`config.mk`:
```
export PLATFORM = sky130hd
export DESIGN_NAME = tag_distance_running_mean_unit
export DESIGN_NICKNAME = d
export VERILOG_FILES = /design/src/rtl/tdrm_pkg.sv /design/src/rtl/tag_distance_running_mean_unit.sv /design/src/rtl/tdrm_dist_unit.sv /design/src/rtl/tdrm_div_unit.sv
export SDC_FILE = /design/constraint.sdc
export NUM_CORES = 2
export LEC_CHECK = 0
export BUFFER_PORTS_ARGS = -buffer_cell sky130_fd_sc_hd__buf_2
export CAP_MARGIN = 40
export CORE_ASPECT_RATIO = 1.25
export CORE_MARGIN = 10
export CORE_UTILIZATION = 45
export CTS_BUF_LIST = sky130_fd_sc_hd__clkbuf_4
export DETAILED_ROUTE_END_ITERATION = 12
export PLACE_DENSITY_LB_ADDON = 0.25
export SYNTH_ARGS = -nofsm -noshare
export SYNTH_HDL_FRONTEND = slang
export SYNTH_HIERARCHICAL = 1
export SYNTH_SLANG_ARGS = --single-unit
```
`constraint.sdc`:
```
create_clock -name aclk -period 11.7 [get_ports aclk]
set_input_delay 1.755 -clock aclk [delete_from_list [all_inputs] [get_ports aclk]]
set_output_delay 1.755 -clock aclk [all_outputs]
set_load 0.05 [all_outputs]
```
`src/rtl/tdrm_pkg.sv`:
```
// Package for the tag distance running mean unit.
// Shared widths, types and constants; no dependencies.
package tdrm_pkg;

    localparam int NUM_TAGS = 4;
    localparam int TAG_W    = 2;
    localparam int COORD_W  = 24;
    // Coordinate difference and its magnitude
    localparam int DIFF_W   = COORD_W + 1;
    // Sum of two squared magnitudes, one spare bit on top
    localparam int SQ_W     = 2 * DIFF_W + 1;
    localparam int DIST_W   = 25;
    localparam int CNT_W    = 16;
    // Root remainder: up to twice the root, shifted by one pair
    localparam int REM_W    = DIST_W + 3;
    // Rounded numerator of the mean update
    localparam int NUM_W    = DIST_W + 1;
    localparam int STEP_W   = 5;

    localparam logic [CNT_W-1:0] CNT_RESET = {CNT_W{1'b1}};

    typedef logic [TAG_W-1:0]          tag_t;
    typedef logic signed [COORD_W-1:0] coord_t;
    typedef logic [DIFF_W-1:0]         mag_t;
    typedef logic [DIST_W-1:0]         dist_t;
    typedef logic [CNT_W-1:0]          cnt_t;
    typedef logic [NUM_W-1:0]          num_t;

endpackage

```
`src/rtl/tag_distance_running_mean_unit.sv`:
```
// Tag distance running mean: top level with per-tag mean and count state.
// Depends on tdrm_pkg, tdrm_dist_unit and tdrm_div_unit.
//
// Input channel s_*: one transfer carries the reference and tag positions
// (signed Q8.16) with presence flags and the tag index. Output channel m_*:
// tag index, this item's distance, the tag's running mean and a flag that
// the tag has been sampled. Items with the reference absent give no result.
// cfg_wr_en/cfg_wr_data write max_samples; write it only while idle.
//
// One item is in work at a time. The distance runs the serial squarer, then
// the serial root, then a rounding step. With the tag absent the result then
// goes to the output stage; with the tag present the 26-step serial divider
// runs first to update the tag's mean.
// s_ready is high only while no item is in work; a dropped item is not taken
// into work, so the input stays ready.
// Results sit in an output register: when the receiver stalls, the next item
// is still taken and computed, and waits only for that register to empty.
// Reset (aresetn low, synchronous) clears all means and counts, sets
// max_samples to 65535 and empties the output register.
module tag_distance_running_mean_unit (
    input  logic                   aclk,
    input  logic                   aresetn,

    input  logic                   cfg_wr_en,
    input  tdrm_pkg::cnt_t         cfg_wr_data,

    input  logic                   s_valid,
    output logic                   s_ready,
    input  tdrm_pkg::coord_t       s_ref_x,
    input  tdrm_pkg::coord_t       s_ref_y,
    input  logic                   s_ref_present,
    input  tdrm_pkg::coord_t       s_tag_x,
    input  tdrm_pkg::coord_t       s_tag_y,
    input  logic                   s_tag_present,
    input  tdrm_pkg::tag_t         s_tag_index,

    output logic                   m_valid,
    input  logic                   m_ready,
    output tdrm_pkg::tag_t         m_out_tag,
    output tdrm_pkg::dist_t        m_sample_dist,
    output tdrm_pkg::dist_t        m_filtered_distance,
    output logic                   m_filtered_valid
);

    localparam logic [1:0] ST_IDLE = 2'd0;
    localparam logic [1:0] ST_DIST = 2'd1;
    localparam logic [1:0] ST_DIV  = 2'd2;
    localparam logic [1:0] ST_OUT  = 2'd3;

    localparam int DW = tdrm_pkg::DIFF_W;
    localparam int LW = tdrm_pkg::DIST_W;
    localparam int CW = tdrm_pkg::CNT_W;

    logic [1:0]       state_reg, state_next;
    tdrm_pkg::cnt_t   max_samples_reg, max_samples_next;
    tdrm_pkg::dist_t  mean_reg  [tdrm_pkg::NUM_TAGS];
    tdrm_pkg::dist_t  mean_next [tdrm_pkg::NUM_TAGS];
    tdrm_pkg::cnt_t   count_reg [tdrm_pkg::NUM_TAGS];
    tdrm_pkg::cnt_t   count_next[tdrm_pkg::NUM_TAGS];
    tdrm_pkg::tag_t   tag_reg, tag_next;
    logic             tag_present_reg, tag_present_next;
    logic             neg_reg, neg_next;
    tdrm_pkg::dist_t  dist_reg, dist_next;

    logic             m_valid_reg, m_valid_next;
    tdrm_pkg::tag_t   m_tag_reg, m_tag_next;
    tdrm_pkg::dist_t  m_meas_reg, m_meas_next;
    tdrm_pkg::dist_t  m_filt_reg, m_filt_next;
    logic             m_fvalid_reg, m_fvalid_next;

    logic             s_xfer;
    logic             take_item;
    logic [DW-1:0]    dx, dy;
    tdrm_pkg::mag_t   mag_x, mag_y;
    logic             dist_start, dist_done;
    tdrm_pkg::dist_t  dist_value;
    logic             div_start, div_done;
    tdrm_pkg::num_t   div_num, div_quo;
    tdrm_pkg::cnt_t   div_den;
    tdrm_pkg::cnt_t   cur_count, limit, n_value;
    tdrm_pkg::dist_t  cur_mean;
    logic [LW:0]      diff;
    tdrm_pkg::dist_t  abs_diff;
    logic             out_free;

    assign s_ready   = (state_reg == ST_IDLE);
    assign s_xfer    = s_valid && s_ready;
    assign take_item = s_xfer && s_ref_present && (int'(s_tag_index) < tdrm_pkg::NUM_TAGS);

    always_comb begin
        dx    = {s_tag_x[tdrm_pkg::COORD_W-1], s_tag_x} - {s_ref_x[tdrm_pkg::COORD_W-1], s_ref_x};
        dy    = {s_tag_y[tdrm_pkg::COORD_W-1], s_tag_y} - {s_ref_y[tdrm_pkg::COORD_W-1], s_ref_y};
        mag_x = dx[DW-1] ? -dx : dx;
        mag_y = dy[DW-1] ? -dy : dy;
    end

    assign dist_start = take_item;

    tdrm_dist_unit u_dist (
        .aclk     (aclk),
        .aresetn  (aresetn),
        .start    (dist_start),
        .mag_x    (mag_x),
        .mag_y    (mag_y),
        .done     (dist_done),
        .distance (dist_value)
    );

    tdrm_div_unit u_div (
        .aclk    (aclk),
        .aresetn (aresetn),
        .start   (div_start),
        .num     (div_num),
        .den     (div_den),
        .done    (div_done),
        .quo     (div_quo)
    );

    always_comb begin
        cur_count = count_reg[tag_reg];
        cur_mean  = mean_reg[tag_reg];
        // a zero limit behaves as one
        limit     = (max_samples_reg == '0) ? CW'(1) : max_samples_reg;
        n_value   = (cur_count < limit) ? cur_count + 1'b1 : cur_count;
        diff      = {1'b0, dist_value} - {1'b0, cur_mean};
        abs_diff  = diff[LW] ? LW'(-diff) : diff[LW-1:0];
        // quotient rounded half away from zero: add n/2 to the magnitude
        div_num   = {1'b0, abs_diff} + {{(tdrm_pkg::NUM_W-CW+1){1'b0}}, n_value[CW-1:1]};
        div_den   = n_value;
        out_free  = !m_valid_reg || m_ready;
    end

    assign div_start = (state_reg == ST_DIST) && dist_done && tag_present_reg;

    always_comb begin
        state_next       = state_reg;
        max_samples_next = cfg_wr_en ? cfg_wr_data : max_samples_reg;
        mean_next        = mean_reg;
        count_next       = count_reg;
        tag_next         = tag_reg;
        tag_present_next = tag_present_reg;
        neg_next         = neg_reg;
        dist_next        = dist_reg;

        m_valid_next  = m_valid_reg && !m_ready;
        m_tag_next    = m_tag_reg;
        m_meas_next   = m_meas_reg;
        m_filt_next   = m_filt_reg;
        m_fvalid_next = m_fvalid_reg;

        unique case (state_reg)
            ST_IDLE: begin
                if (take_item) begin
                    tag_next         = s_tag_index;
                    tag_present_next = s_tag_present;
                    state_next       = ST_DIST;
                end
            end
            ST_DIST: begin
                if (dist_done) begin
                    dist_next = dist_value;
                    if (tag_present_reg) begin
                        count_next[tag_reg] = n_value;
                        neg_next            = diff[LW];
                        state_next          = ST_DIV;
                    end else begin
                        state_next = ST_OUT;
                    end
                end
            end
            ST_DIV: begin
                if (div_done) begin
                    mean_next[tag_reg] = neg_reg ? cur_mean - div_quo[LW-1:0]
                                                 : cur_mean + div_quo[LW-1:0];
                    state_next = ST_OUT;
                end
            end
            ST_OUT: begin
                if (out_free) begin
                    m_valid_next  = 1'b1;
                    m_tag_next    = tag_reg;
                    m_meas_next   = dist_reg;
                    m_filt_next   = (cur_count != '0) ? cur_mean : '0;
                    m_fvalid_next = (cur_count != '0);
                    state_next    = ST_IDLE;
                end
            end
            default: begin
                state_next = ST_IDLE;
            end
        endcase
    end

    always_ff @(posedge aclk) begin
        if (!aresetn) begin
            state_reg       <= ST_IDLE;
            max_samples_reg <= tdrm_pkg::CNT_RESET;
            m_valid_reg     <= 1'b0;
            for (int i = 0; i < tdrm_pkg::NUM_TAGS; i++) begin
                mean_reg[i]  <= '0;
                count_reg[i] <= '0;
            end
        end else begin
            state_reg       <= state_next;
            max_samples_reg <= max_samples_next;
            m_valid_reg     <= m_valid_next;
            mean_reg        <= mean_next;
            count_reg       <= count_next;
        end
    end

    always_ff @(posedge aclk) begin
        tag_reg         <= tag_next;
        tag_present_reg <= tag_present_next;
        neg_reg         <= neg_next;
        dist_reg        <= dist_next;
        m_tag_reg       <= m_tag_next;
        m_meas_reg      <= m_meas_next;
        m_filt_reg      <= m_filt_next;
        m_fvalid_reg    <= m_fvalid_next;
    end

    assign m_valid             = m_valid_reg;
    assign m_out_tag           = m_tag_reg;
    assign m_sample_dist       = m_meas_reg;
    assign m_filtered_distance = m_filt_reg;
    assign m_filtered_valid    = m_fvalid_reg;

endmodule

```
`src/rtl/tdrm_dist_unit.sv`:
```
// Bit-serial planar distance: squares both magnitudes with a shift-add
// multiplier, then takes the rounded square root one pair per cycle.
// Depends on tdrm_pkg.
module tdrm_dist_unit (
    input  logic             aclk,
    input  logic             aresetn,
    input  logic             start,
    input  tdrm_pkg::mag_t   mag_x,
    input  tdrm_pkg::mag_t   mag_y,
    output logic             done,
    output tdrm_pkg::dist_t  distance
);

    localparam logic [1:0] PH_IDLE = 2'd0;
    localparam logic [1:0] PH_SQ   = 2'd1;
    localparam logic [1:0] PH_RT   = 2'd2;
    localparam logic [1:0] PH_FIN  = 2'd3;

    localparam int DW = tdrm_pkg::DIFF_W;
    localparam int SW = tdrm_pkg::SQ_W;
    localparam int RW = tdrm_pkg::REM_W;
    localparam int LW = tdrm_pkg::DIST_W;
    localparam logic [tdrm_pkg::STEP_W-1:0] LAST_STEP = tdrm_pkg::STEP_W'(DW - 1);

    logic [1:0]                  phase_reg, phase_next;
    logic [tdrm_pkg::STEP_W-1:0] step_reg, step_next;
    logic                        done_reg, done_next;
    tdrm_pkg::mag_t              mcand_x_reg, mcand_x_next;
    tdrm_pkg::mag_t              mcand_y_reg, mcand_y_next;
    tdrm_pkg::mag_t              mx_reg, mx_next;
    tdrm_pkg::mag_t              my_reg, my_next;
    logic [SW-1:0]               p_reg, p_next;
    logic [RW-1:0]               rem_reg, rem_next;
    tdrm_pkg::dist_t             root_reg, root_next;
    tdrm_pkg::dist_t             dist_reg, dist_next;

    logic [DW:0]   addend;
    logic [DW+1:0] psum;
    logic [RW-1:0] rem_sh;
    logic [RW-1:0] trial;
    logic          fits;

    always_comb begin
        addend = (mx_reg[0] ? {1'b0, mcand_x_reg} : '0)
               + (my_reg[0] ? {1'b0, mcand_y_reg} : '0);
        psum   = {1'b0, p_reg[SW-1:DW]} + {1'b0, addend};
        rem_sh = {rem_reg[RW-3:0], p_reg[SW-2:SW-3]};
        trial  = {1'b0, root_reg, 2'b01};
        fits   = rem_sh >= trial;

        phase_next   = phase_reg;
        step_next    = step_reg;
        done_next    = 1'b0;
        mcand_x_next = mcand_x_reg;
        mcand_y_next = mcand_y_reg;
        mx_next      = mx_reg;
        my_next      = my_reg;
        p_next       = p_reg;
        rem_next     = rem_reg;
        root_next    = root_reg;
        dist_next    = dist_reg;

        unique case (phase_reg)
            PH_IDLE: begin
                if (start) begin
                    mcand_x_next = mag_x;
                    mcand_y_next = mag_y;
                    mx_next      = mag_x;
                    my_next      = mag_y;
                    p_next       = '0;
                    step_next    = '0;
                    phase_next   = PH_SQ;
                end
            end
            PH_SQ: begin
                // right-shift product: add at the top, retire one bit at the bottom
                p_next  = {psum, p_reg[DW-1:1]};
                mx_next = {1'b0, mx_reg[DW-1:1]};
                my_next = {1'b0, my_reg[DW-1:1]};
                step_next = step_reg + 1'b1;
                if (step_reg == LAST_STEP) begin
                    step_next  = '0;
                    rem_next   = '0;
                    root_next  = '0;
                    phase_next = PH_RT;
                end
            end
            PH_RT: begin
                // restoring root, two radicand bits per step (top bit is always zero)
                p_next = {p_reg[SW-3:0], 2'b00};
                if (fits) begin
                    rem_next  = rem_sh - trial;
                    root_next = {root_reg[LW-2:0], 1'b1};
                end else begin
                    rem_next  = rem_sh;
                    root_next = {root_reg[LW-2:0], 1'b0};
                end
                step_next = step_reg + 1'b1;
                if (step_reg == LAST_STEP) begin
                    phase_next = PH_FIN;
                end
            end
            PH_FIN: begin
                // round to nearest
                dist_next  = (rem_reg > {{(RW-LW){1'b0}}, root_reg}) ? root_reg + 1'b1
                                                                     : root_reg;
                done_next  = 1'b1;
                phase_next = PH_IDLE;
            end
            default: begin
                phase_next = PH_IDLE;
            end
        endcase
    end

    always_ff @(posedge aclk) begin
        if (!aresetn) begin
            phase_reg <= PH_IDLE;
            step_reg  <= '0;
            done_reg  <= 1'b0;
        end else begin
            phase_reg <= phase_next;
            step_reg  <= step_next;
            done_reg  <= done_next;
        end
    end

    always_ff @(posedge aclk) begin
        mcand_x_reg <= mcand_x_next;
        mcand_y_reg <= mcand_y_next;
        mx_reg      <= mx_next;
        my_reg      <= my_next;
        p_reg       <= p_next;
        rem_reg     <= rem_next;
        root_reg    <= root_next;
        dist_reg    <= dist_next;
    end

    assign done     = done_reg;
    assign distance = dist_reg;

endmodule

```
`src/rtl/tdrm_div_unit.sv`:
```
// Bit-serial restoring divider for the mean update step.
// Depends on tdrm_pkg.
module tdrm_div_unit (
    input  logic            aclk,
    input  logic            aresetn,
    input  logic            start,
    input  tdrm_pkg::num_t  num,
    input  tdrm_pkg::cnt_t  den,
    output logic            done,
    output tdrm_pkg::num_t  quo
);

    localparam int NW = tdrm_pkg::NUM_W;
    localparam int CW = tdrm_pkg::CNT_W;
    localparam logic [tdrm_pkg::STEP_W-1:0] LAST_STEP = tdrm_pkg::STEP_W'(NW - 1);

    logic                        busy_reg, busy_next;
    logic                        done_reg, done_next;
    logic [tdrm_pkg::STEP_W-1:0] step_reg, step_next;
    tdrm_pkg::num_t              q_reg, q_next;
    tdrm_pkg::cnt_t              r_reg, r_next;
    tdrm_pkg::cnt_t              den_reg, den_next;

    logic [CW:0] r_sh;
    logic [CW:0] r_sub;
    logic        ge;

    always_comb begin
        r_sh  = {r_reg, q_reg[NW-1]};
        r_sub = r_sh - {1'b0, den_reg};
        ge    = r_sh >= {1'b0, den_reg};

        busy_next = busy_reg;
        done_next = 1'b0;
        step_next = step_reg;
        q_next    = q_reg;
        r_next    = r_reg;
        den_next  = den_reg;

        if (busy_reg) begin
            // numerator bits leave at the top, quotient bits enter at the bottom
            q_next    = {q_reg[NW-2:0], ge};
            r_next    = ge ? r_sub[CW-1:0] : r_sh[CW-1:0];
            step_next = step_reg + 1'b1;
            if (step_reg == LAST_STEP) begin
                busy_next = 1'b0;
                done_next = 1'b1;
            end
        end else if (start) begin
            q_next    = num;
            r_next    = '0;
            den_next  = den;
            step_next = '0;
            busy_next = 1'b1;
        end
    end

    always_ff @(posedge aclk) begin
        if (!aresetn) begin
            busy_reg <= 1'b0;
            done_reg <= 1'b0;
            step_reg <= '0;
        end else begin
            busy_reg <= busy_next;
            done_reg <= done_next;
            step_reg <= step_next;
        end
    end

    always_ff @(posedge aclk) begin
        q_reg   <= q_next;
        r_reg   <= r_next;
        den_reg <= den_next;
    end

    assign done = done_reg;
    assign quo  = q_reg;

endmodule

```
==> impl_metrics.py <==
metrics = {
    "route": {
        "wl_per_cell_um": 18.2,
        "num_vias": 27700,
        "drc": 0,
        "detail_route.vias_per_cell": 5.47,
        "routed_wl_um": 92100,
        "dr.pass1.iters": 5,
        "postRouteAntennaNets": 0,
        "drtIter0Drc": 1585,
    },
    "synth": {
        "ys.flop_type": "edfxtp_1",
        "synth_area_um2": 36000,
        "syn_avg_cell_area_um2": 9.81,
        "synth-edff-count": 369,
        "netlist_instances": 3666,
        "ys_seq_elements": 567,
        "async_flop_share": 0,
        "yosys.cell_types.count": 105,
        "yosysWarnings": 6,
        "seq_area_frac_synth": 0.418,
        "syn-num-nets": 4035,
    },
    "worst_setup_path": {
        "cp_num_buf_inv": 6,
        "crit_arrival_ns": 8.68,
        "slowest_delay_ns": 0.70,
        "cp.required_ns": 12.44,
        "setup.worst_path.start_class": "flip-flop",
        "crit_fanout": 25,
        "endpoint_kind": "flip-flop",
        "critical_path.slowest_cell": "o41ai_1",
        "path_class": "reg2reg",
        "cp_top_family": "compound AO/OA/AOI/OAI gates",
    },
    "floorplanning": {
        "die_h_um": 336,
        "die_w_um": 273,
        "ioPinCount": 176,
        "core_area_um2": 79000,
        "initial_core_util": 0.455,
        "num_rows": 115,
        "die_area_um2": 91700,
    },
    "placed_design": {
        "dp.cells": 4782,
        "post-dp-hpwl_um": 68000,
        "place_congestion": 0.892,
        "io_buffers": 175,
    },
    "clocking": {
        "cts_tree": "built",
        "postCtsSetupBuffers": 0,
        "cts_sinks": 567,
        "ctsHoldBuffers": 0,
        "clockRootBuffer": "clkbuf_4",
        "clk_pin_slew_ns": 0.07,
        "clockBufferDepth": 3,
        "clk_latency_ns": 1.02,
        "cts_resized": 0,
        "cts_max_level": 4,
        "cts_buffers": 151,
    },
    "timing": {
        "relSlewSlack": 0.395,
        "max_freq_mhz": 126,
        "finClkSkew_ns": 0.0867,
        "tightestPinTransition_ns": 0.885,
        "hold_viol_final": 0,
        "fin_crit_ns": 7.94,
        "setup_viol_count_final": 0,
        "rsz0062_at_grt": "false",
        "finalSetupTns_ns": 0,
        "fin_crit_sh": 0.679,
        "drv_slew": 0,
    },
    "grt": {
        "use_met1": 0.214,
        "grt_pass1_vias": 27700,
        "grt_overflow": 0,
        "grt_antenna_before_repair": 3,
        "grt_pass1_wl_um": 145000,
        "grt_max_degree": 94,
        "met3_usage": 0.0381,
        "grt_usage": 0.198,
        "grtUsageMet2": 0.360,
        "grt-busiest-layer": "met2",
    },
    "power": {
        "irDropWorstVdd_uv": 80.3,
        "p_leak_uw": 0.0163,
        "powerDensity_nw_per_um2": 160,
    },
    "cells_and_area": {
        "drive_above_1_share": 0.165,
        "fin_nets": 4251,
        "area_growth_pct": 11.2,
        "final_cell_mix": "nand2_1 (373), edfxtp_1 (369), inv_1 (303)",
        "final_common_cell": "nand2_1",
        "fillers": 7400,
        "instances_no_fill": 5059,
        "largest_register_ffs": 100,
    },
    "outcome": {
        "status": "complete, no violations",
    },
    "hold_path": {
        "hold_class": "reg2reg",
    },
    "run": {
        "drv_cap": 0,
    },
}
-- worst reg2reg max path, delay by kind of cell (launching register included) --
| kind | cells | cell delay, ns |
|---|---|---|
| DFF | 1 | 0.32 |
| muxes | 2 | 0.81 |
| xor gates and xnor gates | 2 | 0.24 |
| adders and majority gates | 2 | 0.52 |
| buffers and inverters | 6 | 1.68 |
| AOI/OAI and AO/OA | 14 | 3.63 |
| and+or+nand+nor | 4 | 0.52 |
-- kinds of logic after synthesis --
kind of cell / share of synthesized area
AND/OR/NAND/NOR: 0.146
AO/OA/AOI/OAI: 0.164
flip-flops: 0.418
buffers and inverters: 0.0490
XOR/XNOR: 0.0698
adder cells (fa/ha/maj): 0.0929
multiplexers: 0.0601
-- final timing paths --
path	startpoint	to	slack, ns	cells after the start
max reg2reg	tag_reg[1]	u_div/quo[16]	3.76	30
min	dist_reg[7]	m_sample_dist[7]	0.41	0
min reg2reg	dist_reg[7]	m_sample_dist[7]	0.41	0
max	tag_reg[1]	u_div/quo[16]	3.76	30
-- through the flow --
stage | total power [uW] | instance area, um2 | hold slack [ns] | util | worst slack, ns
after floorplan | 4100 | 36000 | 0.400 | - | 3.45
after global placement | 4530 | 37800 | 0.402 | 0.479 | 3.93
after detailed placement | 4560 | 37900 | 0.405 | 0.480 | 3.88
after CTS | 6470 | 40000 | 0.415 | 0.506 | 3.86
after global routing | 6820 | 40000 | 0.407 | 0.506 | 3.27
final | 6390 | 40000 | 0.412 | 0.506 | 3.76
-- synthesized netlist by cell type, types with 37 or more instances --
| library cell | instances | share of area |
|---|---|---|
| nand3_1 | 66 | 0.0092 |
| and2_1 | 72 | 0.013 |
| a21oi_1 | 245 | 0.034 |
| nor3_1 | 71 | 0.0099 |
| clkbuf_1 | 117 | 0.012 |
| xor2_1 | 79 | 0.019 |
| a21boi_0 | 67 | 0.014 |
| inv_1 | 304 | 0.032 |
| nor2_1 | 221 | 0.023 |
| nor2b_1 | 40 | 0.0070 |
| mux2_2 | 76 | 0.024 |
| a21o_1 | 72 | 0.015 |
| mux4_2 | 41 | 0.026 |
| xnor2_1 | 202 | 0.049 |
| mux2i_1 | 37 | 0.010 |
| o21ai_0 | 196 | 0.027 |
| edfxtp_1 | 369 | 0.31 |
| dfxtp_1 | 198 | 0.11 |
| ha_1 | 216 | 0.075 |
| nand2_1 | 373 | 0.039 |
-- where the power goes --
group	leakage [uW]	total (uW)	switching (uW)	internal, uW
combinational	0.0101	1950	1160	784
clock	0.00121	1870	863	1000
sequential	0.00496	2580	123	2450
-- layer usage --
metal,wire length [um],vias to the layer above
met5,8,-
met4,4100,2
met2,47600,676
li1,-,13700
met1,36200,13100
met3,4230,204
-- final cells by class --
type | instances | area [um2] | share of cell area
diodes | 4 | 10.0 | 0.000250
clock buffers | 234 | 1760 | 0.0439
repair buffers | 213 | 1200 | 0.0299
inverters | 305 | 1140 | 0.0286
multi-input cells | 2644 | 19200 | 0.481
flip-flops and latches | 567 | 15000 | 0.376
well taps | 1053 | 1320 | 0.0329
clock inverters | 39 | 298 | 0.00745
No activity file was read; power rests on OpenSTA's default activity.
